$ cat src/hdl/mpid_pkg.sv
// shared types and constants for the multichannel pid motor controller
// no dependencies; imported by the controller top level and the checker

package mpid_pkg;

    // field widths fixed by the sample and drive formats
    localparam int CH_W     = 2;
    localparam int POS_W    = 16;
    localparam int GAIN_W   = 16;
    localparam int WIN_W    = 16;
    localparam int LIM_W    = 7;
    localparam int DRIVE_W  = 8;
    localparam int CFG_IDX_W = 3;
    localparam int CFG_DATA_W = 16;

    // derived datapath widths
    localparam int ERR_W    = POS_W + 1;        // measured - setpoint
    localparam int DIFF_W   = ERR_W + 1;        // error - previous error
    localparam int INTEG_W  = 24;               // saturating integral
    localparam int PP_W     = GAIN_W + ERR_W;
    localparam int PI_W     = GAIN_W + INTEG_W;
    localparam int PD_W     = GAIN_W + DIFF_W;
    localparam int SUM_W    = PI_W + 2;

    // configuration register indexes
    typedef enum logic [CFG_IDX_W-1:0] {
        CFG_RUN_ENABLE      = 3'd0,
        CFG_KP              = 3'd1,
        CFG_KI              = 3'd2,
        CFG_KD              = 3'd3,
        CFG_INTEGRAL_WINDOW = 3'd4,
        CFG_DRIVE_LIMIT     = 3'd5,
        CFG_INVERT_OUTPUT   = 3'd6
    } t_cfg_idx;

    // configuration reset values
    localparam logic              RST_RUN_ENABLE = 1'b1;
    localparam logic [GAIN_W-1:0] RST_KP         = 16'd512;
    localparam logic [GAIN_W-1:0] RST_KI         = 16'd10;
    localparam logic [GAIN_W-1:0] RST_KD         = 16'd0;
    localparam logic [WIN_W-1:0]  RST_WINDOW     = 16'd50;
    localparam logic [LIM_W-1:0]  RST_LIMIT      = 7'd127;
    localparam logic              RST_INVERT     = 1'b1;

    // integral saturation bounds
    localparam logic signed [INTEG_W-1:0] INTEG_MAX = 24'sh7FFFFF;
    localparam logic signed [INTEG_W-1:0] INTEG_MIN = 24'sh800000;

    // per-channel state entry held in memory
    typedef struct packed {
        logic signed [INTEG_W-1:0] integ;
        logic signed [ERR_W-1:0]   prev_err;
    } t_chan_state;

    localparam int STATE_W = $bits(t_chan_state);

endpackage

$ cat src/hdl/mpid_ram.sv
// generic single-write, single-read synchronous ram with registered read
// no dependencies; holds the per-channel controller state

module mpid_ram #(
    parameter int WIDTH  = 8,
    parameter int DEPTH  = 4,
    parameter int ADDR_W = (DEPTH > 1) ? $clog2(DEPTH) : 1
) (
    input  logic              i_clk,
    input  logic              i_wr_en,
    input  logic [ADDR_W-1:0] i_wr_addr,
    input  logic [WIDTH-1:0]  i_wr_data,
    input  logic              i_rd_en,
    input  logic [ADDR_W-1:0] i_rd_addr,
    output logic [WIDTH-1:0]  o_rd_data
);

    logic [WIDTH-1:0] r_mem [DEPTH];
    logic [WIDTH-1:0] r_rd_data;

    // write port
    always_ff @(posedge i_clk) begin
        if (i_wr_en) begin
            r_mem[i_wr_addr] <= i_wr_data;
        end
    end

    // registered read, held while not enabled
    always_ff @(posedge i_clk) begin
        if (i_rd_en) begin
            r_rd_data <= r_mem[i_rd_addr];
        end
    end

    assign o_rd_data = r_rd_data;

endmodule

$ cat src/hdl/multichannel_pid_motor_controller_top.sv
// multichannel pid position controller with integral window, top level
// depends on mpid_pkg and mpid_ram (per-channel integral and last error)
//
//  channel  direction  handshake                  payload
//  -------  ---------  -------------------------  ----------------------------------
//  sample   in         i_in_valid / o_in_stall    i_channel, i_measured, i_setpoint
//  drive    out        o_out_valid / i_out_stall  o_out_channel, o_drive, o_clamped
//  config   in         i_cfg_wr_en                i_cfg_index, i_cfg_data
//
// one sample per cycle while no drive is held. the state ram read is issued at
// the accepting edge, which loads stage a; read-modify-write with forwarding,
// gain multiplies and sum / shift / clamp load stages b, c and the drive register.
// synchronous reset restores register defaults and marks all channel state
// as zero through per-entry valid bits; no clearing pass is needed.
// a stalled output holds the whole pipeline; o_in_stall follows it directly.

module multichannel_pid_motor_controller_top
    import mpid_pkg::*;
#(
    parameter int NUM_CHANNELS   = 4,
    parameter int GAIN_FRAC_BITS = 8
) (
    input  logic                     i_clk,
    input  logic                     i_rst_n,
    // sample channel
    input  logic                     i_in_valid,
    output logic                     o_in_stall,
    input  logic [CH_W-1:0]          i_channel,
    input  logic signed [POS_W-1:0]  i_measured,
    input  logic signed [POS_W-1:0]  i_setpoint,
    // drive channel
    output logic                     o_out_valid,
    input  logic                     i_out_stall,
    output logic [CH_W-1:0]          o_out_channel,
    output logic signed [DRIVE_W-1:0] o_drive,
    output logic                     o_clamped,
    // configuration
    input  logic                     i_cfg_wr_en,
    input  logic [CFG_IDX_W-1:0]     i_cfg_index,
    input  logic [CFG_DATA_W-1:0]    i_cfg_data
);

    localparam int AW = (NUM_CHANNELS > 1) ? $clog2(NUM_CHANNELS) : 1;

    // configuration registers
    logic                     r_run_enable;
    logic signed [GAIN_W-1:0] r_kp;
    logic signed [GAIN_W-1:0] r_ki;
    logic signed [GAIN_W-1:0] r_kd;
    logic [WIN_W-1:0]         r_window;
    logic [LIM_W-1:0]         r_limit;
    logic                     r_invert;

    // config write decode
    always_ff @(posedge i_clk) begin
        if (!i_rst_n) begin
            r_run_enable <= RST_RUN_ENABLE;
            r_kp         <= RST_KP;
            r_ki         <= RST_KI;
            r_kd         <= RST_KD;
            r_window     <= RST_WINDOW;
            r_limit      <= RST_LIMIT;
            r_invert     <= RST_INVERT;
        end else if (i_cfg_wr_en) begin
            unique case (t_cfg_idx'(i_cfg_index))
                CFG_RUN_ENABLE:      r_run_enable <= i_cfg_data[0];
                CFG_KP:              r_kp         <= i_cfg_data[GAIN_W-1:0];
                CFG_KI:              r_ki         <= i_cfg_data[GAIN_W-1:0];
                CFG_KD:              r_kd         <= i_cfg_data[GAIN_W-1:0];
                CFG_INTEGRAL_WINDOW: r_window     <= i_cfg_data[WIN_W-1:0];
                CFG_DRIVE_LIMIT:     r_limit      <= i_cfg_data[LIM_W-1:0];
                CFG_INVERT_OUTPUT:   r_invert     <= i_cfg_data[0];
                default: ;
            endcase
        end
    end

    // pipeline advance: everything moves unless a finished drive is held
    logic r_out_valid;
    logic pipe_en;
    logic in_accept;

    assign pipe_en    = !(r_out_valid && i_out_stall);
    assign o_in_stall = !pipe_en;
    assign in_accept  = i_in_valid && pipe_en;

    // stage a: sample registered, state read in flight
    logic                    r_a_valid;
    logic [CH_W-1:0]         r_a_ch;
    logic [AW-1:0]           r_a_addr;
    logic                    r_a_in_range;
    logic                    r_a_entry_vld;
    logic signed [ERR_W-1:0] r_a_err;

    logic [AW-1:0]           in_addr;
    logic                    in_range;
    logic signed [ERR_W-1:0] in_err;
    logic [NUM_CHANNELS-1:0] r_entry_vld;

    assign in_addr  = AW'(i_channel);
    assign in_range = (32'(i_channel) < 32'(NUM_CHANNELS));
    assign in_err   = ERR_W'(i_measured) - ERR_W'(i_setpoint);

    always_ff @(posedge i_clk) begin
        if (!i_rst_n) begin
            r_a_valid <= 1'b0;
        end else if (pipe_en) begin
            r_a_valid <= in_accept;
        end
    end

    always_ff @(posedge i_clk) begin
        if (pipe_en) begin
            r_a_ch        <= i_channel;
            r_a_addr      <= in_addr;
            r_a_in_range  <= in_range;
            r_a_entry_vld <= in_range ? r_entry_vld[in_addr] : 1'b0;
            r_a_err       <= in_err;
        end
    end

    // channel state memory
    logic        st_wr_en;
    t_chan_state st_wr_data;
    t_chan_state st_rd_data;

    mpid_ram #(
        .WIDTH (STATE_W),
        .DEPTH (NUM_CHANNELS),
        .ADDR_W(AW)
    ) u_state_ram (
        .i_clk    (i_clk),
        .i_wr_en  (st_wr_en),
        .i_wr_addr(r_a_addr),
        .i_wr_data(st_wr_data),
        .i_rd_en  (pipe_en),
        .i_rd_addr(in_addr),
        .o_rd_data(st_rd_data)
    );

    // last write, forwarded to the item that read the same entry alongside it
    logic        r_fwd_valid;
    logic [AW-1:0] r_fwd_addr;
    t_chan_state r_fwd_data;

    always_ff @(posedge i_clk) begin
        if (!i_rst_n) begin
            r_fwd_valid <= 1'b0;
        end else if (pipe_en) begin
            r_fwd_valid <= st_wr_en;
        end
    end

    always_ff @(posedge i_clk) begin
        if (st_wr_en) begin
            r_fwd_addr <= r_a_addr;
            r_fwd_data <= st_wr_data;
        end
    end

    // entry valid bits: an unwritten channel reads as zero state
    always_ff @(posedge i_clk) begin
        if (!i_rst_n) begin
            r_entry_vld <= '0;
        end else if (st_wr_en) begin
            r_entry_vld[r_a_addr] <= 1'b1;
        end
    end

    // read-modify-write of the channel state
    t_chan_state              cur_state;
    logic [ERR_W-1:0]         err_mag;
    logic                     integ_on;
    logic signed [INTEG_W:0]  integ_sum;
    logic signed [INTEG_W-1:0] integ_sat;
    logic signed [INTEG_W-1:0] n_integ;
    logic signed [DIFF_W-1:0] n_diff;
    t_chan_state              new_state;

    always_comb begin
        if (r_fwd_valid && (r_fwd_addr == r_a_addr)) begin
            cur_state = r_fwd_data;
        end else if (r_a_entry_vld) begin
            cur_state = st_rd_data;
        end else begin
            cur_state = '0;
        end

        err_mag   = r_a_err[ERR_W-1] ? ERR_W'(-r_a_err) : ERR_W'(r_a_err);
        integ_on  = (r_ki != '0) && (err_mag < ERR_W'(r_window));
        integ_sum = (INTEG_W+1)'(cur_state.integ) + (INTEG_W+1)'(r_a_err);

        // saturate when the carry and sign bits disagree
        if (integ_sum[INTEG_W] != integ_sum[INTEG_W-1]) begin
            integ_sat = integ_sum[INTEG_W] ? INTEG_MIN : INTEG_MAX;
        end else begin
            integ_sat = integ_sum[INTEG_W-1:0];
        end

        n_integ = integ_on ? integ_sat : '0;
        n_diff  = DIFF_W'(r_a_err) - DIFF_W'(cur_state.prev_err);

        new_state.integ    = n_integ;
        new_state.prev_err = r_a_err;
    end

    // while run is disabled the state is written as zero; out-of-range samples write nothing
    assign st_wr_en   = pipe_en && r_a_valid && r_a_in_range;
    assign st_wr_data = r_run_enable ? new_state : '0;

    // stage b: updated terms
    logic                      r_b_valid;
    logic [CH_W-1:0]           r_b_ch;
    logic                      r_b_active;
    logic signed [ERR_W-1:0]   r_b_err;
    logic signed [INTEG_W-1:0] r_b_integ;
    logic signed [DIFF_W-1:0]  r_b_diff;

    always_ff @(posedge i_clk) begin
        if (!i_rst_n) begin
            r_b_valid <= 1'b0;
        end else if (pipe_en) begin
            r_b_valid <= r_a_valid;
        end
    end

    always_ff @(posedge i_clk) begin
        if (pipe_en) begin
            r_b_ch     <= r_a_ch;
            r_b_active <= r_a_in_range && r_run_enable;
            r_b_err    <= r_a_err;
            r_b_integ  <= n_integ;
            r_b_diff   <= n_diff;
        end
    end

    // stage c: the three gain products
    logic                   r_c_valid;
    logic [CH_W-1:0]        r_c_ch;
    logic                   r_c_active;
    logic signed [PP_W-1:0] r_c_pp;
    logic signed [PI_W-1:0] r_c_pi;
    logic signed [PD_W-1:0] r_c_pd;

    logic signed [PP_W-1:0] n_pp;
    logic signed [PI_W-1:0] n_pi;
    logic signed [PD_W-1:0] n_pd;

    assign n_pp = r_kp * r_b_err;
    assign n_pi = r_ki * r_b_integ;
    assign n_pd = r_kd * r_b_diff;

    always_ff @(posedge i_clk) begin
        if (!i_rst_n) begin
            r_c_valid <= 1'b0;
        end else if (pipe_en) begin
            r_c_valid <= r_b_valid;
        end
    end

    always_ff @(posedge i_clk) begin
        if (pipe_en) begin
            r_c_ch     <= r_b_ch;
            r_c_active <= r_b_active;
            r_c_pp     <= n_pp;
            r_c_pi     <= n_pi;
            r_c_pd     <= n_pd;
        end
    end

    // sum, floor shift, clamp and optional inversion
    logic signed [SUM_W-1:0]   pid_sum;
    logic signed [SUM_W-1:0]   pid_q;
    logic signed [SUM_W-1:0]   lim_pos;
    logic signed [SUM_W-1:0]   lim_neg;
    logic signed [DRIVE_W-1:0] clip_drv;
    logic                      clip_hit;
    logic signed [DRIVE_W-1:0] n_drive;
    logic                      n_clamped;

    always_comb begin
        pid_sum = SUM_W'(r_c_pp) + SUM_W'(r_c_pi) + SUM_W'(r_c_pd);
        pid_q   = pid_sum >>> GAIN_FRAC_BITS;
        lim_pos = SUM_W'(r_limit);
        lim_neg = -lim_pos;

        if (pid_q > lim_pos) begin
            clip_drv = DRIVE_W'(lim_pos);
            clip_hit = 1'b1;
        end else if (pid_q < lim_neg) begin
            clip_drv = DRIVE_W'(lim_neg);
            clip_hit = 1'b1;
        end else begin
            clip_drv = pid_q[DRIVE_W-1:0];
            clip_hit = 1'b0;
        end

        if (!r_c_active) begin
            n_drive   = '0;
            n_clamped = 1'b0;
        end else begin
            n_drive   = r_invert ? DRIVE_W'(-clip_drv) : clip_drv;
            n_clamped = clip_hit;
        end
    end

    // output register
    logic [CH_W-1:0]           r_out_ch;
    logic signed [DRIVE_W-1:0] r_out_drive;
    logic                      r_out_clamped;

    always_ff @(posedge i_clk) begin
        if (!i_rst_n) begin
            r_out_valid <= 1'b0;
        end else if (pipe_en) begin
            r_out_valid <= r_c_valid;
        end
    end

    always_ff @(posedge i_clk) begin
        if (pipe_en) begin
            r_out_ch      <= r_c_ch;
            r_out_drive   <= n_drive;
            r_out_clamped <= n_clamped;
        end
    end

    assign o_out_valid   = r_out_valid;
    assign o_out_channel = r_out_ch;
    assign o_drive       = r_out_drive;
    assign o_clamped     = r_out_clamped;

endmodule

$ cat config.mk
export PLATFORM = sky130hd
export DESIGN_NAME = multichannel_pid_motor_controller_top
export DESIGN_NICKNAME = d
export VERILOG_FILES = /design/src/hdl/mpid_pkg.sv /design/src/hdl/mpid_ram.sv /design/src/hdl/multichannel_pid_motor_controller_top.sv
export SDC_FILE = /design/constraint.sdc
export NUM_CORES = 2
export LEC_CHECK = 0
export BUFFER_PORTS_ARGS = -buffer_cell sky130_fd_sc_hd__buf_2
export CAP_MARGIN = 30
export CORE_UTILIZATION = 63
export CTS_CLUSTER_SIZE = 12
export DETAILED_ROUTE_END_ITERATION = 8
export PLACE_DENSITY_LB_ADDON = 0.12
export SKIP_CTS_REPAIR_TIMING = 1
export SYNTH_ARGS = -nofsm -noshare
export SYNTH_HDL_FRONTEND = slang
export SYNTH_HIERARCHICAL = 1
export SYNTH_SLANG_ARGS = --single-unit
$ cat constraint.sdc
create_clock -name i_clk -period 17.6 [get_ports i_clk]
set_input_delay 3.52 -clock i_clk [delete_from_list [all_inputs] [get_ports i_clk]]
set_output_delay 3.52 -clock i_clk [all_outputs]
set_load 0.01 [all_outputs]
# After elaboration in Yosys (flattened, before gate mapping)
# Memory sizes are Yosys's and may differ from the RTL's. A register that Yosys moved wholly into a read port is not among the register bits.
# Cells that the tools add are included.
# W data, S select, Z words.
[classes]
multipliers = 3
magnitude_cmp = 6
mux = 18
add_sub_neg = 8
n_eq_ne = 8
n_bitwise = 1
n_reduce_logical = 17
[ops]
columns = ["op", "n"]
rows = [
  ["$mux W41", 3],
  ["$mux W24", 3],
  ["$add A41 B34 Y42", 1],
  ["$lt A34 B42 Y1", 1],
  ["$neg A7 Y42", 1],
  ["$add A33 B40 Y41", 1],
  ["$mul A16 B24 Y40", 1],
  ["$gt A34 B8 Y1", 1],
  ["$mul A16 B18 Y34", 1],
  ["$mul A16 B17 Y33", 1],
  ["$add A24 B17 Y25", 1],
  ["$mux W8", 3],
  ["$sub A17 B17 Y18", 1],
  ["$lt A17 B16 Y1", 1],
  ["$mux W17", 1],
  ["$neg A17 Y17", 1],
  ["$sub A16 B16 Y17", 1],
  ["$reduce_bool A16 Y1", 1],
  ["$reduce_and A2 Y1", 7],
  ["$eq A3 B3 Y1 const B", 3],
  ["$neg A8 Y8", 1],
  ["$eq A3 B2 Y1 const B", 2],
  ["$logic_and A1 B1 Y1", 6],
  ["$lt A2 B3 Y1 const B", 2],
  ["10 further kinds", 16],
]
[totals]
mem_count = 1
word_cells = 94
in_bits = 58
register_bits = 328
output_inout_bits = 13
mem_bits_rw = 164
[memory_table]
columns = ["memory", "words", "width", "read_ports", "rd_ports_with_merged_regs", "write_ports", "line", "rtl"]
rows = [
  ["u_state_ram.r_mem", 4, 41, 1, 1, 1, "mpid_ram.sv:18", "logic [WIDTH-1:0] r_mem [DEPTH];"],
]

# Depth between registers and ports, before layout
[depth]
ltp_word = 8
ltp_mapped = 33
depth_no_buf = 32

# Hierarchy
# Netlist, hierarchy kept.
[modules_own_cells]
columns = ["module", "seq_area_each_um2", "area_each_um2", "cells_per_inst", "instances"]
rows = [
  ["multichannel_pid_motor_controller_top", 9028.7, 53142.2, 5640, 1],
  ["mpid_ram", 6155.9, 7229.4, 260, 1],
]

# Worst setup path before layout
# Ideal clock, no wire load.
[synth_timing]
path_type = "input port to flip-flop"
startpoint = "input port i_out_stall"
endpoint = "memory u_state_ram/r_mem[0][0] (netlist bit), enable pin"
arrival_ns = 13.967
path_buffers = 0
setup_ns = 0.499
t_required_ns = 17.101
slack_ns = 3.134
cell_stages = 4
cell_sequence = "nand2_1 -> nand2_1 -> inv_1 -> nor3b_1"
[synth_via]
elab_chain_len = 5
[synth_rtl]
columns = ["element", "line", "rtl"]
rows = [
  ["from (decl)", "multichannel_pid_motor_controller_top.sv:33", "input logic i_out_stall,"],
  ["$logic_and A1 B1 Y1", "multichannel_pid_motor_controller_top.sv:83", "assign pipe_en = !(r_out_valid && i_out_stall);"],
  ["$logic_not A1 Y1", "multichannel_pid_motor_controller_top.sv:83", ""],
  ["$logic_and A1 B1 Y1", "multichannel_pid_motor_controller_top.sv:208", "assign st_wr_en = pipe_en && r_a_valid && r_a_in_range;"],
  ["via st_wr_en", "multichannel_pid_motor_controller_top.sv:123", "logic st_wr_en;"],
  ["$mux W1", "mpid_ram.sv:23", "if (i_wr_en) begin"],
  ["$mux W1 (implied by the code)", "mpid_ram.sv:24", "r_mem[i_wr_addr] <= i_wr_data;"],
  ["to (decl)", "mpid_ram.sv:18", ""],
]
# The timed path passes the listed nets, and every way through them passes these cells.

# Worst setup path in the final report
[layout_timing]
startpoint = "register r_c_pp[4]"
endpoint = "register r_out_drive[6], in the netlist o_drive[6] (data pin)"
[layout_via]
elab_chain_len = 7
elab_cells_between_ends = 8
classes_between = "add/sub (3); order compare (2); mux (3)"
[layout_rtl]
columns = ["element", "line", "rtl"]
rows = [
  ["from (decl)", "multichannel_pid_motor_controller_top.sv:241", "logic signed [PP_W-1:0] r_c_pp;"],
  ["from (signal assigned)", "multichannel_pid_motor_controller_top.sv:265", "r_c_pp <= n_pp;"],
  ["$add A33 B40 Y41 (*)", "multichannel_pid_motor_controller_top.sv:282", "pid_sum = SUM_W'(r_c_pp) + SUM_W'(r_c_pi) + SUM_W'(r_c_pd);"],
  ["$add A41 B34 Y42 (*)", "multichannel_pid_motor_controller_top.sv:282", ""],
  ["$lt A34 B42 Y1", "multichannel_pid_motor_controller_top.sv:290", "end else if (pid_q < lim_neg) begin"],
  ["$mux W8", "multichannel_pid_motor_controller_top.sv:290", ""],
  ["$mux W8 (*)", "multichannel_pid_motor_controller_top.sv:287", "if (pid_q > lim_pos) begin"],
  ["$neg A8 Y8", "multichannel_pid_motor_controller_top.sv:302", "n_drive = r_invert ? DRIVE_W'(-clip_drv) : clip_drv;"],
  ["$mux W8 (*)", "multichannel_pid_motor_controller_top.sv:302", ""],
  ["to (signal assigned)", "multichannel_pid_motor_controller_top.sv:323", "r_out_drive <= n_drive;"],
  ["to (decl)", "multichannel_pid_motor_controller_top.sv:309", "logic signed [DRIVE_W-1:0] r_out_drive;"],
]
# Every way passes the cells marked *; elsewhere a longest branch is shown, timed or not.
# A chain may end at the register's enable or synchronous reset.

==> qor.txt <==
CP Capture Type: register
Die Y: 312 microns
Layout Nets: 7335
f_max: 119 MHz
Area growth syn-to-layout: 5.74%
Placed Cells: 7072
worst r2r src: r_c_pp[4]
Mapped Nets: 7368
Worst-path clk slew: 60 ps
port buffer count: 70
CTS max path bufs: 3
EDFF count, synth: 451
final setup violation count: 0
crit path DAT: 8860 ps
required time worst endpoint: 18060 ps
reg-to-reg endpoint: o_drive[6]
unrepaired setup endpoints after global routing: false
maximum VDD drop: 0.000122 V
CTS tree: done
Routed WL: 147000 microns
IO Count: 71
CP peak stage delay: 840 ps
maxcap violations: 0
htree depth: 2
Final min period: 8400 ps
DRC viols: 0
Hold Path Depth: 0
Cells after Synth: 5900
initial antenna violation count: 1
Num CTS Buffers: 56
CP max-delay cell: a2111oi_0
number of global-route vias before repair: 42900
Die Wd: 312 microns
register-to-register setup slack: 9200 ps
status: complete, no violations
clk_lat worst skew: 670 ps
layout cells sized above 1: 4.81%
worst rel slew slack: 29.1%
largest net degree at the start of global routing: 83
non-filler instance count after layout: 7177
Yosys top cell area share: 32.6%
first-pass GRT wire length: 238000 microns
final RePlAce weighted congestion: 0.929
worst slew pin tran: 1040 ps
HPWL Detailed: 112000 microns
LEAKAGE: 27.2 nW
final count of pins violating max slew: 0
Tot GR Track Use: 31.7%
Synth Flop Type: edfxtp_1
Synth Register Bits: 533
Worst setup startpoint: r_c_pp[4]
full die area: 97100 sq um
routed vias: 41000
top cells by area, synth: fa_1 (33%), edfxtp_1 (22%), ha_1 (8.9%), inv_1 (6.8%), nand2_1 (5.3%)
asr flop ratio synth: 0%
Overflow after GRT: 0
crit start category: register
Worst Reg-to-Reg Cells: 31
Yosys cell types: 82
Mapped Area: 60400 sq um
area of the core: 95000 sq um
root buf cell: clkbuf_16
Wirelength per Cell: 20.4 microns
Yosys warning count: 6
pwr/cell area: 124 nW/um^2
Worst Path Max Fanout: 17
final worst path period share: 47.7%
largest area contributor in the netlist: fa_1
Post-Route Skew: 72.3 ps
effective utilization at floorplan: 63.5%
Mean Syn Cell Area: 10.2 sq um
drt via density: 5.71
Detail Route Antenna Nets: 0
row count: 113
Setup crit end: o_drive[6]
Hold Path Class: reg2reg
total negative setup slack: 0 ps
Seq/Total Area, Yosys: 25.2%
DRT Pass-1 Iters: 5
iteration-0 DRC count of the detailed router: 3229
Fin. Hold Viols: 0
clock sinks: 533
kind of critical path: reg2reg
-- critical path, delay by kind of cell, from the launching register on --
kind / cells / cell delay, ps
xor gates and xnor gates: 1 / 360
adders and majority gates: 4 / 1360
and+or+nand+nor: 5 / 1140
AOI/OAI and AO/OA: 17 / 4600
DFF: 1 / 330
buffers and inverters: 4 / 420
-- cell families (layout without fill, tap and decap cells) --
kind of cell	Yosys count	after routing	share of synthesized area, %
AND/OR/NAND/NOR	1777	1777	13.8
AO/OA/AOI/OAI	610	610	6.64
buffers and inverters	1320	1329	8.35
multiplexers	54	54	1.77
other	0	3	0
adder cells (fa/ha/maj)	1410	1410	41.4
XOR/XNOR	196	196	2.84
flip-flops	533	533	25.2
-- state kept, by name (all words and copies together) (netlist names), 7 cells and up --
name / count
o_drive: 8
r_a_err: 17
r_b_diff: 18
r_b_err: 17
r_b_integ: 24
r_c_pd: 34
r_c_pi: 40
r_c_pp: 33
r_fwd_data: 41
r_kd: 16
r_ki: 16
r_kp: 16
r_limit: 7
r_window: 16
u_state_ram/o_rd_data: 41
u_state_ram/r_mem: 164
-- layer usage --
metal | vias up | track usage (%) | routed length (microns)
met5 | - | 0 | 0
met2 | 1410 | 52.1 | 70200
met4 | 0 | 9.79 | 4910
met3 | 241 | 3.87 | 10500
li1 | 18500 | - | -
met1 | 20800 | 44.5 | 61000
-- Yosys cell counts (50+ instances only) --
master	number
a21oi_1	163
dfxtp_1	82
a21o_1	66
nor2_1	219
nand2b_1	84
clkbuf_1	210
fa_1	982
nor3_1	50
edfxtp_1	451
nand3_1	70
inv_1	1096
o21ai_0	106
xnor2_1	152
ha_1	428
and2_1	359
nand2_1	858
a21boi_0	86
-- power by group --
group          internal [mW]  total [mW]  switching [mW]
logic                   1.80        4.61            2.81
clock network          0.707        1.21           0.506
registers               1.72        2.12           0.400
total                   4.22        7.94            3.72
-- worst min-delay path by stage --
stage          startpoint               end  slack, ps
2_1_floorplan   r_c_ch[0]  o_out_channel[0]        400
3_3_place_gp    r_c_ch[0]  o_out_channel[0]        410
3_5_place_dp    r_b_ch[1]         r_c_ch[1]        410
4_1_cts         r_b_ch[1]         r_c_ch[1]        420
5_1_grt         r_c_ch[0]  o_out_channel[0]        420
6_report        r_b_ch[1]         r_c_ch[1]        420
-- placed cells by master (no fill, tap or decap), drive strengths merged, types with 32 or more instances in the layout --
cell	count
buf	133
o21ai	113
dfxtp	82
mux4	42
and2	359
nand3	70
xor2	44
nand2b	84
a21o	68
and3	32
nand2	858
nor3	50
a21boi	86
clkbuf	82
xnor2	152
nor2	219
edfxtp	451
a21oi	165
fa	982
ha	428
inv	1097
-- per-stage QoR --
stage | setup slack [ps] | area, sq um | util (%) | total power [mW] | hold WS [ps]
final | 9200 | 63800 | 67.2 | 7.94 | 418
after global routing | 8580 | 63800 | 67.2 | 8.58 | 424
after CTS | 9410 | 63800 | 67.1 | 7.93 | 420
after detailed placement | 9430 | 61900 | 65.1 | 6.68 | 406
after global placement | 9450 | 61800 | 65.1 | 6.59 | 408
after floorplan | 3130 | 60400 | - | 5.30 | 400
-- layout make-up --
cell class	count	area (sq um)
multi-input combinational	4047	40200
fill	7382	31200
timing repair buffer	133	886
tap	1265	1580
clock inverter	18	294
antenna	3	7.51
inverter	1096	4110
clock buffer	82	1600
sequential	533	15200
Note: power is estimated with default switching activity, not from simulation.
